## src/rtl/acas_pkg.sv

```systemverilog
// Shared widths, constants and the controller state type for the axis scaler.
package acas_pkg;

   // Sample and axis widths
   localparam int SAMPLE_BITS    = 12;
   localparam int AXIS_BITS      = 8;
   localparam int PROD_BITS      = SAMPLE_BITS + AXIS_BITS;
   localparam int REQ_TDATA_BITS = ((SAMPLE_BITS + 7) / 8) * 8;
   localparam int RSP_TDATA_BITS = ((AXIS_BITS + 7) / 8) * 8;
   localparam int CNT_BITS       = $clog2(AXIS_BITS);

   // Mark reset values
   localparam logic [SAMPLE_BITS-1:0] LOW_MARK_RESET  = {SAMPLE_BITS{1'b1}};
   localparam logic [SAMPLE_BITS-1:0] HIGH_MARK_RESET = '0;

   // Axis code for the bottom of the range (-128)
   localparam logic [AXIS_BITS-1:0] AXIS_MIN_CODE = {1'b1, {(AXIS_BITS-1){1'b0}}};

   // Last divide step count
   localparam logic [CNT_BITS-1:0] CNT_LAST = CNT_BITS'(AXIS_BITS - 1);

   // Controller states
   typedef enum logic [2:0] {
      ST_IDLE,
      ST_PREP,
      ST_MUL,
      ST_DIV,
      ST_DONE
   } state_type;

endpackage

```

## src/rtl/auto_calibrating_axis_scaler_top.sv

```systemverilog
// Auto calibrating scaler: running min/max marks and bit-serial scaling to int8.
// A request passes through PREP, MUL, DIV and DONE (DIV is skipped for an empty range);
// a new request is taken only in IDLE. The restoring divider retires one quotient bit
// per cycle, AXIS_BITS steps per request.
// A new request is taken while the previous result still waits in the output register.
// Reset (synchronous, active high) sets low mark to all ones, high mark to zero,
// and empties the controller and the output register.
module auto_calibrating_axis_scaler_top (
   input  logic                                 clock,
   input  logic                                 reset,
   input  logic                                 req_tvalid,
   output logic                                 req_tready,
   input  logic [acas_pkg::REQ_TDATA_BITS-1:0]  req_tdata,  // [11:0] sample
   output logic                                 rsp_tvalid,
   input  logic                                 rsp_tready,
   output logic [acas_pkg::RSP_TDATA_BITS-1:0]  rsp_tdata,  // [7:0] axis_value
   output logic                                 rsp_tuser   // [0] range_empty
);
   import acas_pkg::*;

   state_type state_ff, state_in;

   logic [SAMPLE_BITS-1:0] low_ff, low_in;
   logic [SAMPLE_BITS-1:0] high_ff, high_in;
   logic [SAMPLE_BITS-1:0] sample_ff;
   logic [SAMPLE_BITS-1:0] span_ff;
   logic [SAMPLE_BITS-1:0] diff_ff;
   logic [SAMPLE_BITS-1:0] rem_ff, rem_in;
   logic [AXIS_BITS-1:0]   num_ff, num_in;
   logic [CNT_BITS-1:0]    cnt_ff;
   logic                   empty_ff;
   logic [AXIS_BITS-1:0]   axis_ff;
   logic                   range_empty_ff;
   logic                   rsp_tvalid_ff;

   logic [SAMPLE_BITS-1:0] sample;
   logic                   accept;
   logic                   load_out;
   logic [PROD_BITS-1:0]   prod;
   logic [SAMPLE_BITS:0]   trial;
   logic [SAMPLE_BITS:0]   trial_sub;
   logic                   trial_ge;

   assign sample = req_tdata[SAMPLE_BITS-1:0];

   // Next state
   always_comb begin
      state_in = state_ff;
      case (state_ff)
         ST_IDLE: begin
            if (req_tvalid) state_in = ST_PREP;
         end
         ST_PREP: state_in = ST_MUL;
         ST_MUL: begin
            if (span_ff == '0) state_in = ST_DONE;
            else               state_in = ST_DIV;
         end
         ST_DIV: begin
            if (cnt_ff == CNT_LAST) state_in = ST_DONE;
         end
         ST_DONE: begin
            if (!rsp_tvalid_ff || rsp_tready) state_in = ST_IDLE;
         end
         default: state_in = ST_IDLE;
      endcase
   end

   // Controller outputs
   always_comb begin
      req_tready = 1'b0;
      load_out   = 1'b0;
      case (state_ff)
         ST_IDLE: req_tready = 1'b1;
         ST_DONE: load_out   = !rsp_tvalid_ff || rsp_tready;
         default: begin
            req_tready = 1'b0;
            load_out   = 1'b0;
         end
      endcase
   end

   assign accept = req_tvalid && req_tready;

   // Widen the marks with the new sample
   always_comb begin
      low_in  = low_ff;
      high_in = high_ff;
      if (sample < low_ff)  low_in  = sample;
      if (sample > high_ff) high_in = sample;
   end

   // Offset times 255 as (d << 8) - d; top bits seed the remainder
   assign prod = {diff_ff, {AXIS_BITS{1'b0}}} - {{AXIS_BITS{1'b0}}, diff_ff};

   // One restoring divide step: shift in next numerator bit, try subtract
   assign trial     = {rem_ff, num_ff[AXIS_BITS-1]};
   assign trial_sub = trial - {1'b0, span_ff};
   assign trial_ge  = trial >= {1'b0, span_ff};

   always_comb begin
      rem_in = rem_ff;
      num_in = num_ff;
      case (state_ff)
         ST_MUL: begin
            rem_in = prod[PROD_BITS-1:AXIS_BITS];
            num_in = prod[AXIS_BITS-1:0];
         end
         ST_DIV: begin
            rem_in = trial_ge ? trial_sub[SAMPLE_BITS-1:0] : trial[SAMPLE_BITS-1:0];
            num_in = {num_ff[AXIS_BITS-2:0], trial_ge};
         end
         default: begin
            rem_in = rem_ff;
            num_in = num_ff;
         end
      endcase
   end

   // Control registers and marks
   always_ff @(posedge clock) begin
      if (reset) begin
         state_ff      <= ST_IDLE;
         low_ff        <= LOW_MARK_RESET;
         high_ff       <= HIGH_MARK_RESET;
         rsp_tvalid_ff <= 1'b0;
         cnt_ff        <= '0;
      end else begin
         state_ff <= state_in;
         if (accept) begin
            low_ff  <= low_in;
            high_ff <= high_in;
         end
         if (state_ff == ST_DIV) cnt_ff <= cnt_ff + 1'b1;
         else                    cnt_ff <= '0;
         if (load_out)        rsp_tvalid_ff <= 1'b1;
         else if (rsp_tready) rsp_tvalid_ff <= 1'b0;
      end
   end

   // Datapath registers
   always_ff @(posedge clock) begin
      if (accept) sample_ff <= sample;
      if (state_ff == ST_PREP) begin
         span_ff <= high_ff - low_ff;
         diff_ff <= sample_ff - low_ff;
      end
      if (state_ff == ST_MUL) empty_ff <= (span_ff == '0);
      rem_ff <= rem_in;
      num_ff <= num_in;
      // Quotient minus 128 is the quotient with its top bit flipped
      if (load_out) begin
         axis_ff        <= {~num_ff[AXIS_BITS-1], num_ff[AXIS_BITS-2:0]};
         range_empty_ff <= empty_ff;
      end
   end

   assign rsp_tvalid = rsp_tvalid_ff;
   assign rsp_tdata  = RSP_TDATA_BITS'(axis_ff);
   assign rsp_tuser  = range_empty_ff;

   // Marks are ordered once a request is in flight
   a_marks_ordered: assert property (@(posedge clock) disable iff (reset)
      (state_ff != ST_IDLE) |-> (high_ff >= low_ff))
      else $error("high mark below low mark");

   // Divider remainder stays below the span
   a_rem_bound: assert property (@(posedge clock) disable iff (reset)
      (state_ff == ST_DIV) |-> (rem_ff < span_ff))
      else $error("divider remainder out of range");

   // A result only appears after the done state
   a_rsp_from_done: assert property (@(posedge clock) disable iff (reset)
      $rose(rsp_tvalid_ff) |-> $past(state_ff == ST_DONE))
      else $error("result raised outside done state");

   // Empty range always gives the bottom axis code
   a_empty_code: assert property (@(posedge clock) disable iff (reset)
      (rsp_tvalid_ff && range_empty_ff) |-> (axis_ff == AXIS_MIN_CODE))
      else $error("empty range with nonzero axis offset");

endmodule
```

## config.mk

```make
export PLATFORM = sky130hd
export DESIGN_NAME = auto_calibrating_axis_scaler_top
export DESIGN_NICKNAME = d
export VERILOG_FILES = /design/src/rtl/acas_pkg.sv /design/src/rtl/auto_calibrating_axis_scaler_top.sv
export SDC_FILE = /design/constraint.sdc
export NUM_CORES = 1
export LEC_CHECK = 0
export ABC_AREA = 1
export BUFFER_PORTS_ARGS = -buffer_cell sky130_fd_sc_hd__buf_2
export CAP_MARGIN = 40
export CELL_PAD_IN_SITES_DETAIL_PLACEMENT = 2
export CELL_PAD_IN_SITES_GLOBAL_PLACEMENT = 2
export CORE_UTILIZATION = 34
export CTS_CLUSTER_DIAMETER = 200
export DETAILED_ROUTE_END_ITERATION = 12
export PLACE_DENSITY_LB_ADDON = 0.1
export SLEW_MARGIN = 10
export SYNTH_ARGS = -nofsm -noshare
export SYNTH_HDL_FRONTEND = slang
export SYNTH_SLANG_ARGS = --single-unit
export TNS_END_PERCENT = 1
```

## constraint.sdc

```tcl
create_clock -name clock -period 2.6 [get_ports clock]
set_input_delay 0.13 -clock clock [delete_from_list [all_inputs] [get_ports clock]]
set_output_delay 0.13 -clock clock [all_outputs]
set_load 0.05 [all_outputs]
```

==> flow_summary_export.csv <==
group,metric,value,unit
pwr,power_frac_seq,28.1,%
pwr,leakage,3.48,nW
sta,maxSlewHeadroom,61.2,%
pwr,ir_drop,0.590,mV
placement,place.gp.congestion,0.894,
sta,setup_ws,0.363,ns
floorplan,die_area,0.0210,mm^2
sta,tightest_slew,0.582,ns
detailed_routing,routed-via-count,5978,
global_routing,grt_pass1_vias,6570,
synthesis,synth_edf_count,66,
sta,fin_crit,2.24,ns
sta,hold_viol,0,
min_path,hp-class,"primary input to flop",
cells_and_area,multiInputGateArea,0.00377,mm^2
global_routing,busiest_layer,"met2",
cells_and_area,fillCellCount,2257,
worst_setup_path,critPathCaptureType,"flop",
synthesis,synthArstFlopShare,0,%
cells_and_area,finalNonFillerCells,1163,
synthesis,syn-mean-instance-area,8.08,um^2
cts,clkSinkCount,97,
detailed_routing,postRouteAntennaNets,0,
placement,place_area,0.00739,mm^2
detailed_routing,avgViaCountPerCell,5.14,
detailed_routing,wirelength,21600,um
synthesis,yosysSeqAreaShare,37.5,%
detailed_routing,drtIter0Drc,184,
sta,fin_skew,0.0169,ns
placement,port_buffers,26,
global_routing,grt_pass1_wl,34600,um
global_routing,use_met1,25.2,%
synthesis,yosys.area.top_type,"edfxtp_1",
synthesis,synth_area,0.00694,mm^2
cts,clk_pin_slew,0.08,ns
cells_and_area,antenna_cells,0,
global_routing,antenna_found_initial,0,
synthesis,ys_ff_latch,97,
global_routing,grtUsageMet3,2.60,%
detailed_routing,drt-pass1-iter-count,4,
global_routing,use_met2,42.8,%
floorplan,ios,31,
pwr,combPwrFrac,59.7,%
synthesis,yosysUniqueCellTypes,42,
placement,dp.cells,1146,
worst_setup_path,worstPathArrival,2.35,ns
pwr,power_frac_clock,12.3,%
synthesis,synth_area_leaders,"edfxtp_1 29%, ha_1 12%, nand2_1 9.9%",
pwr,power.internal,5.39,mW
synthesis,yosysWarnings,0,
synthesis,syn_nets,946,
global_routing,track_usage,22.0,%
cells_and_area,fin_nets,980,
cells_and_area,drive_gt1_share,13.6,%
worst_setup_path,cp-start-kind,"flop",
placement,hpwl,17800,um
cells_and_area,area_growth,10.8,%
floorplan,die_h,145,um
sta,min_period_over_period,86.0,%
run,maxCapViolCount,0,
pwr,p_per_area,1400,mW/mm^2
worst_setup_path,crit_type,"flop to flop",
sta,setup_viol,0,
cts,cts_root_buf,"clkbuf_16",
synthesis,synthFlopType,"edfxtp_1",
worst_setup_path,path_max_fanout,6,
cts,post_cts_buffers,0,
cts,cts-buffers-inserted,9,
pwr,total_power,10.8,mW
cts,ctsResizeCount,0,
cts,hold_buffers,1,
synthesis,synth_cells,859,
detailed_routing,drc,0,
floorplan,placementRows,51,
sta,rsz0062_at_grt,"false",
floorplan,initial_core_util,35.2,%
sta,slew_viol_final,0,
cts,clkLatencyLatePin,0.36,ns
detailed_routing,wl_per_cell,18.6,um
global_routing,grt_overflow,0,
floorplan,core,0.0197,mm^2
cells_and_area,fin_area,0.00769,mm^2
pwr,switching_share,49.9,%
cells_and_area,mostFrequentLayoutCells,"183 x nand2_1, 109 x inv_1, 72 x nor2_1, 70 x nand3_1, 66 x edfxtp_1",
worst_setup_path,required,2.71,ns
pwr,power.switching,5.38,mW
cts,tritoncts,"done",
sta,fmax,447,MHz
cells_and_area,layout_commonest_cell,"nand2_1",
cells_and_area,final-seq-area,0.00260,mm^2
sta,tns,0,ns
synthesis,yosys.area.top_type_share,28.6,%
status,outcome,"complete, no violations",
cts,cts.htree.levels,3,
placement,pre_cts_slack,0.358,ns
floorplan,dieWidth,145,um
global_routing,grt_max_degree,29,
cts,clock_path_buffers,2,
[layout make-up]
class                           count  area share [%]
Clock inverter                      6           0.602
Sequential cell                    97            33.9
Tap cell                          265            4.31
Timing Repair Buffer               39            3.00
Inverter                          123            6.01
Multi-Input combinational cell    623            49.1
Clock buffer                       10            3.11
[critical path, stage by stage, from the launching register on]
cell,delay (ns)
edfxtp_1,0.51
ha_1,0.49
nand2_1,0.12
inv_1,0.10
nand2_1,0.08
nor2_1,0.17
nand4_1,0.15
nand2_1,0.10
nand2_1,0.05
nand3_1,0.14
nand2_2,0.07
[registers in the layout, summed over array words and instances, names as in the netlist]
register	flops
cnt_ff	3
rsp_tuser	1
rsp_tvalid	1
span_ff	12
rem_ff	12
rsp_tdata	8
diff_ff	12
state_ff	3
sample_ff	12
num_ff	8
empty_ff	1
low_ff	12
high_ff	12
[routing by layer]
metal	routed length [um]	vias to the layer above
met3	414	21
met5	0	-
met2	11600	56
met1	9310	2961
li1	-	2940
met4	254	0
[synth_stat cells, types with 7 or more instances]
| cell | instances |
|---|---|
| a21oi_1 | 51 |
| buf_2 | 7 |
| nor3_1 | 9 |
| dfxtp_1 | 31 |
| nand3_2 | 12 |
| inv_2 | 13 |
| nand3_1 | 70 |
| xor2_1 | 16 |
| ha_1 | 64 |
| o21ai_0 | 29 |
| nand4_1 | 30 |
| nand3b_1 | 18 |
| nand2_2 | 20 |
| nand2_1 | 183 |
| edfxtp_1 | 66 |
| xnor2_1 | 17 |
| nor2_1 | 73 |
| inv_1 | 109 |
[cell families (layout without fill, tap and decap cells)]
family                     after synthesis  in the layout  share of synthesized area, %
xor gates and xnor gates                33             33                          4.17
and+or+nand+nor                        433            433                          30.7
adders and majority gates               67             67                          12.4
DFF                                     97             97                          37.5
AOI/OAI and AO/OA                       90             90                          6.98
buffers and inverters                  139            178                          8.26
[worst paths after layout]
kind	from	endpoint	slack, ns	cells after the start
hold / removal	req_tdata[8]	sample_ff[8]$_DFFE_PP_	0.04	1
setup reg to reg	diff_ff[3]$_DFFE_PP_	rem_ff[10]$_DFFE_PP_	0.36	10
setup / recovery	diff_ff[3]$_DFFE_PP_	rem_ff[10]$_DFFE_PP_	0.36	10
hold reg to reg	cnt_ff[0]$_SDFF_PP0_	cnt_ff[0]$_SDFF_PP0_	0.44	1
[per-stage QoR]
| stage | utilization, % | hold WS (ns) |
|---|---|---|
| after floorplan | - | 0.202 |
| after detailed placement | 37.5 | 0.322 |
| after CTS | 39.0 | 0.0237 |
| final | 39.0 | 0.0366 |
| after global routing | 39.0 | 0.0284 |
| after global placement | 37.5 | 0.308 |
[power groups by stage]
| stage | Sequential [mW] | Combinational (mW) | Clock, mW |
|---|---|---|---|
| 6_report | 3.02 | 6.42 | 1.32 |
| 5_1_grt | 3.10 | 7.22 | 1.41 |
| 4_1_cts | 3.03 | 6.55 | 1.37 |
| 3_5_place_dp | 3.06 | 6.49 | 0 |
| 3_3_place_gp | 3.03 | 6.15 | 0 |
| 2_1_floorplan | 2.97 | 4.69 | 0 |
No activity file was read; power rests on OpenSTA's default activity.
